**src/hw/rtl/fct_pkg.sv**
```systemverilog
// Shared constants, types and helpers for the frustum cull tester.
// No dependencies; imported by fct_plane_unit and frustum_cull_tester.
`timescale 1ns / 1ps

package fct_pkg;

    localparam int COORD_BITS  = 16;
    localparam int NUM_PLANES  = 6;
    localparam int FRAC_SHIFT  = 14;
    localparam int EXTENT_BITS = 15;
    localparam int COEF_W      = 16;
    localparam int PLANE_W     = 4 * COEF_W;
    localparam int CFG_IDX_W   = 3;

    // a*x product, |a|+|b|+|c| and extent*(|a|+|b|+|c|)
    localparam int PROD_W  = COORD_BITS + COEF_W;
    localparam int ABS_W   = COEF_W + 2;
    localparam int EPROD_W = EXTENT_BITS + ABS_W;
    localparam int DTERM_W = COEF_W + FRAC_SHIFT;
    localparam int ETERM_W = EXTENT_BITS + FRAC_SHIFT;
    localparam int BASE_W  = (PROD_W > EPROD_W) ? PROD_W : EPROD_W;
    // headroom for three products, the offset term and one correction
    localparam int SUM_W   = BASE_W + 3;

    localparam logic [1:0] OP_POINT  = 2'd0;
    localparam logic [1:0] OP_SPHERE = 2'd1;
    localparam logic [1:0] OP_CUBE   = 2'd2;
    localparam logic [1:0] OP_VERTEX = 2'd3;

    typedef struct packed {
        logic pos;       // centre distance strictly positive
        logic sph_cull;  // centre distance below minus the radius
        logic cube_pos;  // nearest-to-inside corner strictly positive
    } t_plane_flags;

    function automatic logic [COEF_W-1:0] abs_coef(input logic [COEF_W-1:0] c);
        logic [COEF_W:0] t;
        t = {c[COEF_W-1], c};
        if (c[COEF_W-1]) begin
            t = '0 - t;
        end
        return t[COEF_W-1:0];
    endfunction

    function automatic logic [ABS_W-1:0] abs_sum(input logic [PLANE_W-1:0] p);
        logic [ABS_W-1:0] s;
        s = ABS_W'(abs_coef(p[COEF_W-1:0]))
          + ABS_W'(abs_coef(p[2*COEF_W-1:COEF_W]))
          + ABS_W'(abs_coef(p[3*COEF_W-1:2*COEF_W]));
        return s;
    endfunction

endpackage

```
**src/hw/rtl/fct_plane_unit.sv**
```systemverilog
// One frustum plane: registered products, then distance sums and sign tests.
// Depends on fct_pkg.
`timescale 1ns / 1ps

module fct_plane_unit
    import fct_pkg::*;
(
    input  logic                          i_clk,
    input  logic                          i_en,
    input  logic        [PLANE_W-1:0]     i_plane,
    input  logic        [ABS_W-1:0]       i_abs_sum,
    input  logic signed [COORD_BITS-1:0]  i_pos_x,
    input  logic signed [COORD_BITS-1:0]  i_pos_y,
    input  logic signed [COORD_BITS-1:0]  i_pos_z,
    input  logic        [EXTENT_BITS-1:0] i_extent,
    input  logic        [EXTENT_BITS-1:0] i_extent_b,
    output t_plane_flags                  o_flags
);

    logic signed [COEF_W-1:0]  w_a, w_b, w_c, w_d;
    logic signed [PROD_W-1:0]  r_px, r_py, r_pz;
    logic        [EPROD_W-1:0] r_pe;
    logic signed [SUM_W-1:0]   w_dist, w_sph, w_cube;

    assign w_a = i_plane[COEF_W-1:0];
    assign w_b = i_plane[2*COEF_W-1:COEF_W];
    assign w_c = i_plane[3*COEF_W-1:2*COEF_W];
    assign w_d = i_plane[4*COEF_W-1:3*COEF_W];

    always_ff @(posedge i_clk) begin
        if (i_en) begin
            r_px <= w_a * i_pos_x;
            r_py <= w_b * i_pos_y;
            r_pz <= w_c * i_pos_z;
            r_pe <= EPROD_W'(i_extent) * EPROD_W'(i_abs_sum);
        end
    end

    // distance scaled by 2^14; user must keep offset stable while items in flight
    always_comb begin
        w_dist = {{(SUM_W-PROD_W){r_px[PROD_W-1]}}, r_px}
               + {{(SUM_W-PROD_W){r_py[PROD_W-1]}}, r_py}
               + {{(SUM_W-PROD_W){r_pz[PROD_W-1]}}, r_pz}
               + {{(SUM_W-DTERM_W){w_d[COEF_W-1]}}, w_d, {FRAC_SHIFT{1'b0}}};
        w_sph  = w_dist + {{(SUM_W-ETERM_W){1'b0}}, i_extent_b, {FRAC_SHIFT{1'b0}}};
        // best corner of the cube moves each axis by extent toward the plane normal
        w_cube = w_dist + {{(SUM_W-EPROD_W){1'b0}}, r_pe};
        o_flags.pos      = !w_dist[SUM_W-1] && (|w_dist);
        o_flags.sph_cull = w_sph[SUM_W-1];
        o_flags.cube_pos = !w_cube[SUM_W-1] && (|w_cube);
    end

endmodule

```
**config.mk**
```make
export PLATFORM = sky130hd
export DESIGN_NAME = fct_plane_unit
export DESIGN_NICKNAME = d
export VERILOG_FILES = /design/src/hw/rtl/fct_pkg.sv /design/src/hw/rtl/fct_plane_unit.sv
export SDC_FILE = /design/constraint.sdc
export NUM_CORES = 2
export LEC_CHECK = 0
export ABC_AREA = 1
export BUFFER_PORTS_ARGS = -buffer_cell sky130_fd_sc_hd__buf_2
export CAP_MARGIN = 40
export CORE_MARGIN = 2
export CORE_UTILIZATION = 50
export CTS_BUF_LIST = sky130_fd_sc_hd__clkbuf_2 sky130_fd_sc_hd__clkbuf_4 sky130_fd_sc_hd__clkbuf_8
export CTS_CLUSTER_DIAMETER = 100
export CTS_CLUSTER_SIZE = 40
export DETAILED_ROUTE_END_ITERATION = 8
export PLACE_DENSITY = 0.66
export SLEW_MARGIN = 20
export SYNTH_ARGS = -nofsm -noshare
export SYNTH_HDL_FRONTEND = slang
export SYNTH_SLANG_ARGS = --single-unit
```
**constraint.sdc**
```tcl
create_clock -name i_clk -period 8.35 [get_ports i_clk]
set_input_delay 1.2525 -clock i_clk [delete_from_list [all_inputs] [get_ports i_clk]]
set_output_delay 1.2525 -clock i_clk [all_outputs]
set_load 0.02 [all_outputs]
```
==> metrics <==
DR pass1 iterations=5; post-route antenna net violation count=0; final net count=a little over 8000; Remaining DRCs=0; first-pass GRT wire length=~210000 um; sort of element at the end of the critical path=output port; number of maximum-capacitance constraint violations=0; syn nets=8051; post-CTS repair timing setup buffer count=0; global-route usage over all layers=roughly 26%; Detailed Place HPWL=around 110000 um; Clock Tree Buf Depth=2; drt first-iter violations=2561; number of instances resized during post-cts repair=0; kind of critical path=in2out; clock root buffer=sky130_fd_sc_hd__clkbuf_8; number of endpoints failing setup at the final stage=0; startpoint of the worst hold path=i_en; vias in the first global route=just over 40000; setup repair after global routing missed its margin=false; largest stage delay on the critical path=~0.56 ns; wire per inst=approximately 16 um; worst slew margin relative to its limit=46.0%; final-report max-slew violation count=0; final hold vios=0; final weighted congestion in routability-driven placement=about 0.96; ratio of routed vias to standard cells=between 5 and 6; Top cell by count, worst path=sky130_fd_sc_hd__nand2_1; total of hold buffers inserted after clock tree synthesis=0; yosys synthesis warning count=0; synth-to-layout area growth=4.41%; post-synthesis sequential element count=~130; IO Pins=between 150 and 200; mean instance size in the synthesized netlist=a little under 8 um^2; area fraction of the dominant cell type after synthesis=between 40% and 50%; Async S/R FF share, synth=0%; number of buffers created by CTS=17; main area contributors after synthesis=sky130_fd_sc_hd__fa_1 42%, sky130_fd_sc_hd__inv_1 14%, sky130_fd_sc_hd__nand2_1 13%; global route total overflow=0; final worst-path cycle share=roughly 89%; number of distinct standard cells referenced by the synthesized netlist=between 40 and 50; Synth area leader=sky130_fd_sc_hd__fa_1; initial standard-cell utilization of the core=50.3%; Chip Height=about 320 um; number of enable-type register cells in the synthesized netlist=around 130; utilization of the core after routing=~53%; cell area after synthesis=approximately 50000 um^2; gate count of the mapped netlist=about 6400; maximum number of pins on one net before global-route repair=62; Hold/Removal Path Class=in2reg; CP max-delay cell=sky130_fd_sc_hd__fa_1; Seq/Total Area, Yosys=7.71%; outcome=complete, no violations; die outline area=approximately 100000 um^2; final-layout setup total negative slack=0 ns; via total after detailed routing=between 30000 and 40000; H-Tree Depth=4; final period demand of the worst path=7.43 ns; Top FF cell, synth=sky130_fd_sc_hd__edfxtp_1; Min-Delay Endpoint=r_pe[23]$_DFFE_PP_; clock tree from TritonCTS=done; Worst Path Max Fanout=5; site row count=around 120; number of antenna violations at the first check in global routing=1; Fmax achieved=0.135 GHz; critical path startpoint category=primary input; clock sink total=roughly 130; cell with the most instances after synthesis=sky130_fd_sc_hd__inv_1; Worst EP arrival=approximately 6 ns; worst path required time=around 7.1 ns; number of instances on the worst hold path=1; most frequent cells after synthesis=1914 x sky130_fd_sc_hd__inv_1, 1703 x sky130_fd_sc_hd__nand2_1, 1045 x sky130_fd_sc_hd__fa_1, 435 x sky130_fd_sc_hd__ha_1, 197 x sky130_fd_sc_hd__nor2_1; pin slew with the least headroom to its limit=between 0.8 and 0.9 ns; clock-pin slew on the worst setup and hold paths=approximately 0.10 ns; routed wire length=roughly 130000 um; floorplan die width=between 300 and 400 um; buffers added on ports=around 160; fraction of final layout cells sized beyond drive strength 1=about 4.7%; core region area=99900 um^2
-- worst max-delay path, delay by kind of cell --
kind | cells | cell delay (ns)
AND/OR/NAND/NOR | 22 | 2.43
adder cells (fa/ha/maj) | 4 | 1.79
buffers and inverters | 7 | 0.69
-- layer usage --
layer / vias up / share of wire [%] / global-route usage (%)
met5: - / 0 / 0
met4: 0 / 1.8 / 4.99
met3: 150 / 4.9 / 2.11
met2: 963 / 49 / 43.6
met1: 19415 / 44 / 36.2
li1: 18379 / - / -
-- cell families (layout without fill, tap and decap cells) --
kind of cell,Yosys count,after routing,share of synthesized area (%)
flops,129,129,7.71
buf+inv,2115,2126,15.8
fa+ha+maj,1480,1480,52.5
xor+xnor,167,167,2.91
simple gates,2180,2180,17.4
other cells,0,1,0
compound gates,338,338,3.73
-- flip-flops by register name (all words and copies together), names as in the netlist --
register / cells
r_px: 32
r_pe: 33
r_pz: 32
r_py: 32
-- cell type report --
cell class / instances / area, um^2
flip-flops and latches: 129 / 3870
repair buffers: 170 / 911
fillers: 9718 / 47400
well taps: 1298 / 1620
multi-input cells: 4165 / 38400
diodes: 1 / 2.50
clock buffers: 17 / 234
clock inverters: 15 / 163
inverters: 1924 / 7220
-- placed cells by master, fill, tap and decap left out, types with 7 or more instances in the layout --
master,netlist,layout
sky130_fd_sc_hd__inv_1,1914,1914
sky130_fd_sc_hd__nand2_1,1703,1703
sky130_fd_sc_hd__fa_1,1045,1045
sky130_fd_sc_hd__ha_1,435,435
sky130_fd_sc_hd__nor2_1,197,197
sky130_fd_sc_hd__a21oi_1,190,190
sky130_fd_sc_hd__buf_2,0,163
sky130_fd_sc_hd__edfxtp_1,129,129
sky130_fd_sc_hd__nand3_1,111,111
sky130_fd_sc_hd__xor2_1,108,108
sky130_fd_sc_hd__o21ai_0,64,64
sky130_fd_sc_hd__xnor2_1,59,59
sky130_fd_sc_hd__or2_2,44,44
sky130_fd_sc_hd__nand4_1,32,32
sky130_fd_sc_hd__nor3_1,26,26
sky130_fd_sc_hd__clkbuf_8,0,17
sky130_fd_sc_hd__nand2_2,16,16
sky130_fd_sc_hd__nor2_2,15,15
sky130_fd_sc_hd__o21ai_1,13,13
sky130_fd_sc_hd__o21bai_1,13,13
sky130_fd_sc_hd__a21o_1,12,12
sky130_fd_sc_hd__nor4_1,12,12
sky130_fd_sc_hd__inv_2,10,10
sky130_fd_sc_hd__o21a_1,10,10
sky130_fd_sc_hd__and2_1,10,10
sky130_fd_sc_hd__a31oi_1,9,9
sky130_fd_sc_hd__o211ai_1,7,7
sky130_fd_sc_hd__inv_6,0,7
-- how the worst max path moves through the flow --
stage | startpoint | end
2_1_floorplan | i_pos_y[3] | r_py[28]$_DFFE_PP_
3_3_place_gp | i_pos_z[2] | r_pz[31]$_DFFE_PP_
3_5_place_dp | i_pos_z[2] | r_pz[31]$_DFFE_PP_
4_1_cts | i_plane[48] | o_flags[0]
5_1_grt | i_plane[48] | o_flags[0]
6_report | i_plane[48] | o_flags[0]
-- metrics by stage --
stage | cells | setup slack, ns | hold WS [ns] | cell area [um^2]
after floorplan | 6409 | 1.50 | 1.37 | 50300
after global placement | 7682 | 0.984 | 1.80 | 52000
after detailed placement | 7683 | 0.987 | 1.66 | 52000
after CTS | 7715 | 1.00 | 1.12 | 52400
after global routing | 7719 | 0.510 | 1.13 | 52500
final | 7719 | 0.917 | 1.15 | 52500
Power is left out: the tool's default activity adds up to more than one toggle a clock period on the data nets, which glitch-free logic cannot reach.
